File: config.mk
export PLATFORM = sky130hd
export DESIGN_NAME = hrn_side
export DESIGN_NICKNAME = d
export VERILOG_FILES = /design/src/rtl/hrn_pkg.sv /design/src/rtl/hrn_side.sv
export SDC_FILE = /design/constraint.sdc
export NUM_CORES = 2
export LEC_CHECK = 0
export BUFFER_PORTS_ARGS = -buffer_cell sky130_fd_sc_hd__buf_4
export CORE_UTILIZATION = 50
export DETAILED_ROUTE_END_ITERATION = 7
export PLACE_DENSITY_LB_ADDON = 0.08
export SETUP_SLACK_MARGIN = 0.02
export SYNTH_ARGS = -nofsm -noshare
export SYNTH_HDL_FRONTEND = slang
export SYNTH_SLANG_ARGS = --single-unit
File: constraint.sdc
create_clock -name clk -period 17.48 [get_ports clk]
set_input_delay 3.496 -clock clk [delete_from_list [all_inputs] [get_ports clk]]
set_output_delay 3.496 -clock clk [all_outputs]
set_load 0.05 [all_outputs]
File: src/rtl/hrn_pkg.sv
// Shared widths and latencies for the Heron triangle area pipeline.
// No dependencies.
package hrn_pkg;

	localparam int COORD_W  = 16;
	localparam int FRAC_W   = 8;
	localparam int DIFF_W   = COORD_W + 1;
	localparam int SUM_W    = 2 * COORD_W + 2;
	localparam int RAD_W    = SUM_W + 2 * FRAC_W;
	localparam int SIDE_W   = RAD_W / 2;
	localparam int P_W      = SIDE_W + 2;
	localparam int PROD_W   = 4 * P_W;
	localparam int ROOT_W   = PROD_W / 2;
	localparam int AREA_W   = 39;
	localparam int AREA_SHR = FRAC_W + 2;

	localparam int SIDE_LAT = 3 + SIDE_W;
	localparam int MUL_LAT  = 5;
	localparam int ROOT_LAT = ROOT_W;
	localparam int LAT      = SIDE_LAT + MUL_LAT + ROOT_LAT + 1;

endpackage

File: src/rtl/hrn_side.sv
// One triangle side: squared length, then a pipelined floor square root
// with one result bit per stage. Uses hrn_pkg.
module hrn_side (
	input  logic                                 clk,
	input  logic                                 en,
	input  logic signed [hrn_pkg::COORD_W-1:0]   x0,
	input  logic signed [hrn_pkg::COORD_W-1:0]   y0,
	input  logic signed [hrn_pkg::COORD_W-1:0]   x1,
	input  logic signed [hrn_pkg::COORD_W-1:0]   y1,
	output logic        [hrn_pkg::SIDE_W-1:0]    side
);

	logic signed [hrn_pkg::DIFF_W-1:0] dx, dy;
	logic [hrn_pkg::DIFF_W-1:0] adx_s1, ady_s1;
	logic [hrn_pkg::SUM_W-1:0]  sqx_s2, sqy_s2, sum_s3;

	logic [hrn_pkg::SIDE_W+1:0] rem_s  [0:hrn_pkg::SIDE_W];
	logic [hrn_pkg::SIDE_W-1:0] root_s [0:hrn_pkg::SIDE_W];
	logic [hrn_pkg::RAD_W-1:0]  rad_s  [0:hrn_pkg::SIDE_W];

	assign dx = hrn_pkg::DIFF_W'(x1) - hrn_pkg::DIFF_W'(x0);
	assign dy = hrn_pkg::DIFF_W'(y1) - hrn_pkg::DIFF_W'(y0);

	always_ff @(posedge clk) begin
		if (en) begin
			adx_s1 <= dx[hrn_pkg::DIFF_W-1] ? hrn_pkg::DIFF_W'(-dx) : hrn_pkg::DIFF_W'(dx);
			ady_s1 <= dy[hrn_pkg::DIFF_W-1] ? hrn_pkg::DIFF_W'(-dy) : hrn_pkg::DIFF_W'(dy);
			sqx_s2 <= hrn_pkg::SUM_W'(adx_s1 * adx_s1);
			sqy_s2 <= hrn_pkg::SUM_W'(ady_s1 * ady_s1);
			sum_s3 <= sqx_s2 + sqy_s2;
		end
	end

	assign rem_s[0]  = '0;
	assign root_s[0] = '0;
	assign rad_s[0]  = {sum_s3, {(2 * hrn_pkg::FRAC_W){1'b0}}};

	for (genvar k = 0; k < hrn_pkg::SIDE_W; k++) begin : g_sqrt
		logic [hrn_pkg::SIDE_W+1:0] cur, trial;
		logic ge;
		assign cur   = {rem_s[k][hrn_pkg::SIDE_W-1:0], rad_s[k][hrn_pkg::RAD_W-1 -: 2]};
		assign trial = {root_s[k], 2'b01};
		assign ge    = cur >= trial;
		always_ff @(posedge clk) begin
			if (en) begin
				rem_s[k+1]  <= ge ? cur - trial : cur;
				root_s[k+1] <= {root_s[k][hrn_pkg::SIDE_W-2:0], ge};
				rad_s[k+1]  <= rad_s[k] << 2;
			end
		end
	end

	assign side = root_s[hrn_pkg::SIDE_W];

endmodule

==> results.py <==
metrics = {
    "timing": {
        "min_period_ns": 6.96,
        "drv_slew": 0,
        "slew_headroom": 0.228,
        "worst_pin_slew_ns": 1.16,
        "hold_viol_final": 0,
        "finalCritPeriodShare": 0.398,
        "timing.setup.tns_ns": 0,
        "fmax_ghz": 0.144,
        "whs_ns": 0.400,
        "setup_viol": 0,
        "fin_skew_ns": 0.0267,
        "grt_setup_unrepaired": "no",
    },
    "drt": {
        "drtPass1Iterations": 5,
        "drt_iter0_drc": 2894,
        "drc": 0,
        "ant_nets": 0,
        "viasPerCell": 5.30,
        "num_vias": 50500,
        "avgRoutedWirePerCell_um": 16.6,
        "drt_wl_total_um": 158000,
    },
    "synthesis": {
        "netlist_instances": 7115,
        "synthXorXnorAreaFrac": 0.0624,
        "synth_nets": 8196,
        "synth_compound_area_frac": 0.0937,
        "ys_ff_latch": 1292,
        "synth_top_family_by_area": "adder cells",
        "ys_seq_area_frac": 0.477,
        "async_flop_share": 0,
        "avgSynthCellArea_sq_um": 11.4,
        "syn-cell-area_sq_mm": 0.0813,
        "synth_cell_types": 87,
        "synth_simple_gate_area_frac": 0.106,
        "yosysWarnings": 0,
        "synth_mux_area_frac": 0.0139,
        "synth_ff_type": "edfxtp_1",
        "yosys.area_share.adder": 0.193,
        "synth-edff-count": 1292,
    },
    "finish": {
        "drive_above_1_share": 0.0649,
        "nets": 8336,
        "antennaDiodeCount": 0,
        "layout_common_cells": "edfxtp_1, inv_1, ha_1, nand2_1, fa_1",
        "final_common_cell": "edfxtp_1",
        "areaGrowthSynthToFinish_pct": 9.79,
    },
    "critical_path": {
        "max_stage_delay_ns": 0.85,
        "path_delay_family": "adder cells",
        "critPathSlowestCell": "edfxtp_1",
        "path_class": "reg2reg",
        "crit_top_cell": "fa_1",
        "crit_path_max_fanout": 18,
        "start_kind": "flop",
        "crit_arrival_ns": 7.45,
        "cp_num_buf_inv": 5,
        "critPathCaptureType": "flop",
        "critPathRequiredTime_ns": 17.97,
        "worstPathCellList": "nand2_1, fa_1, inv_1, fa_1, inv_1, fa_1, inv_1, fa_1, fa_1, inv_1, fa_1, inv_1, ha_1, a21oi_1, o21ai_0, a31oi_1, and4b_1, o21ai_0, nand2_1, a221oi_1, xnor2_1",
    },
    "floorplanning": {
        "ios": 91,
        "start_util": 0.505,
        "core-area_sq_mm": 0.161,
        "rows": 147,
        "die_area_sq_mm": 0.164,
        "die_y_um": 405,
        "die-width_um": 405,
    },
    "placed_design": {
        "io_buffers": 90,
        "gp_congestion": 0.846,
        "hpwl_um": 119000,
    },
    "outcome": {
        "outcome": "complete, no violations",
    },
    "clocking": {
        "post_cts_buffers": 0,
        "cts_max_level": 4,
        "cts_root_buf": "clkbuf_16",
        "path_clk_slew_ns": 0.06,
        "cts_buffers": 144,
        "hold_buffers": 0,
        "cts_tree": "done",
        "cts_resized": 0,
        "clk_latency_ns": 0.77,
        "numClockSinks": 1292,
        "clockBufferDepth": 3,
    },
    "global_route": {
        "grt_first_pass_wirelength_um": 259000,
        "grt_max_degree": 162,
        "antenna_found_initial": 1,
        "grt_pass1_vias": 51000,
        "gr-total-overflow": 0,
        "grt_usage": 0.196,
    },
    "min_path": {
        "hp-class": "reg2reg",
    },
    "flow_run": {
        "cap_violations": 0,
    },
}
-- sequential cells by signal (all words and copies together), names as in the netlist --
| signal | flops |
|---|---|
| side | 25 |
| g_sqrt.trial | 300 |
| sqy_s2 | 33 |
| rad_s | 240 |
| ady_s1 | 17 |
| adx_s1 | 17 |
| sqx_s2 | 33 |
| g_sqrt.cur | 593 |
| sum_s3 | 34 |
-- routing by layer --
metal	share of wire	global-route usage	wire, um
met5	0	0	0
met3	0.031	0.0246	4880
met4	0.032	0.0673	5030
met1	0.43	0.248	68200
met2	0.51	0.346	80100
-- worst reg2reg max path, stage by stage (launching register included) --
cell	delay, ns
edfxtp_1	0.85
nand2_1	0.19
fa_1	0.63
inv_1	0.07
fa_1	0.50
inv_1	0.05
fa_1	0.49
inv_1	0.06
fa_1	0.52
fa_1	0.56
inv_1	0.06
fa_1	0.53
inv_1	0.04
ha_1	0.34
a21oi_1	0.13
o21ai_0	0.12
a31oi_1	0.27
and4b_1	0.28
o21ai_0	0.35
nand2_1	0.16
a221oi_1	0.37
xnor2_1	0.11
-- cells in the mapped netlist, types with 21 or more instances --
cell      number  share of area
a211oi_1      33         0.0030
a21boi_0      21         0.0019
a21o_1       141          0.013
a21oi_1      332          0.020
a31oi_1       39         0.0030
and2_1       131          0.010
and3_1        39         0.0030
clkbuf_1     100         0.0046
edfxtp_1    1292           0.48
fa_1         394          0.097
ha_1         621          0.096
inv_1       1044          0.048
mux2_2        95          0.013
nand2_1      546          0.025
nand2b_1      84         0.0065
nand3_1       80         0.0049
nand3b_1      21         0.0019
nand4_1       50         0.0038
nor2_1       374          0.017
nor2b_1       68         0.0052
nor3_1       135         0.0083
nor4_1        57         0.0044
o211ai_1      28         0.0026
o21a_1        90         0.0083
o21ai_0      325          0.020
o21bai_1      35         0.0032
o31ai_1       41         0.0038
or2_2         29         0.0022
or3_1         44         0.0034
or4_1         29         0.0027
xnor2_1      337          0.036
xor2_1       242          0.026
-- metrics by stage --
stage,cell area (sq um),worst slack (ns),cells,util
after floorplan,81300,10.95,7115,-
after global placement,84400,10.45,9269,0.524
after detailed placement,84400,10.34,9269,0.524
after CTS,89200,10.57,9528,0.554
after global routing,89200,10.16,9528,0.554
final,89200,10.52,9528,0.554
-- path summary, 6_finish.rpt --
| kind | slack [ns] | start | cells after the start | endpoint |
|---|---|---|---|---|
| setup / recovery | 10.52 | ady_s1[5]$_DFFE_PP_ | 21 | sqy_s2[31]$_DFFE_PP_ |
| hold / removal | 0.40 | rad_s[1140]$_DFFE_PP_ | 0 | rad_s[1092]$_DFFE_PP_ |
| setup reg to reg | 10.52 | ady_s1[5]$_DFFE_PP_ | 21 | sqy_s2[31]$_DFFE_PP_ |
| hold reg to reg | 0.40 | rad_s[1140]$_DFFE_PP_ | 0 | rad_s[1092]$_DFFE_PP_ |
-- kinds of logic (layout without fill, tap and decap cells) --
family / Yosys count / in the layout
flops: 1292 / 1292
xor+xnor: 579 / 579
buf+inv: 1166 / 1419
simple gates: 1745 / 1745
other cells: 1 / 1
fa+ha+maj: 1015 / 1015
mux: 101 / 101
compound gates: 1216 / 1216
-- layout make-up --
cell class | instances | area (sq um)
Tap cell | 2160 | 2700
Sequential cell | 1292 | 38800
Fill cell | 13800 | 71700
Clock buffer | 174 | 3760
Clock inverter | 85 | 1050
Multi-Input combinational cell | 4657 | 38100
Inverter | 1046 | 3930
Timing Repair Buffer | 114 | 901
Power is left out: the tool's default activity adds up to more than one toggle a clock period on the data nets, which glitch-free logic cannot reach.
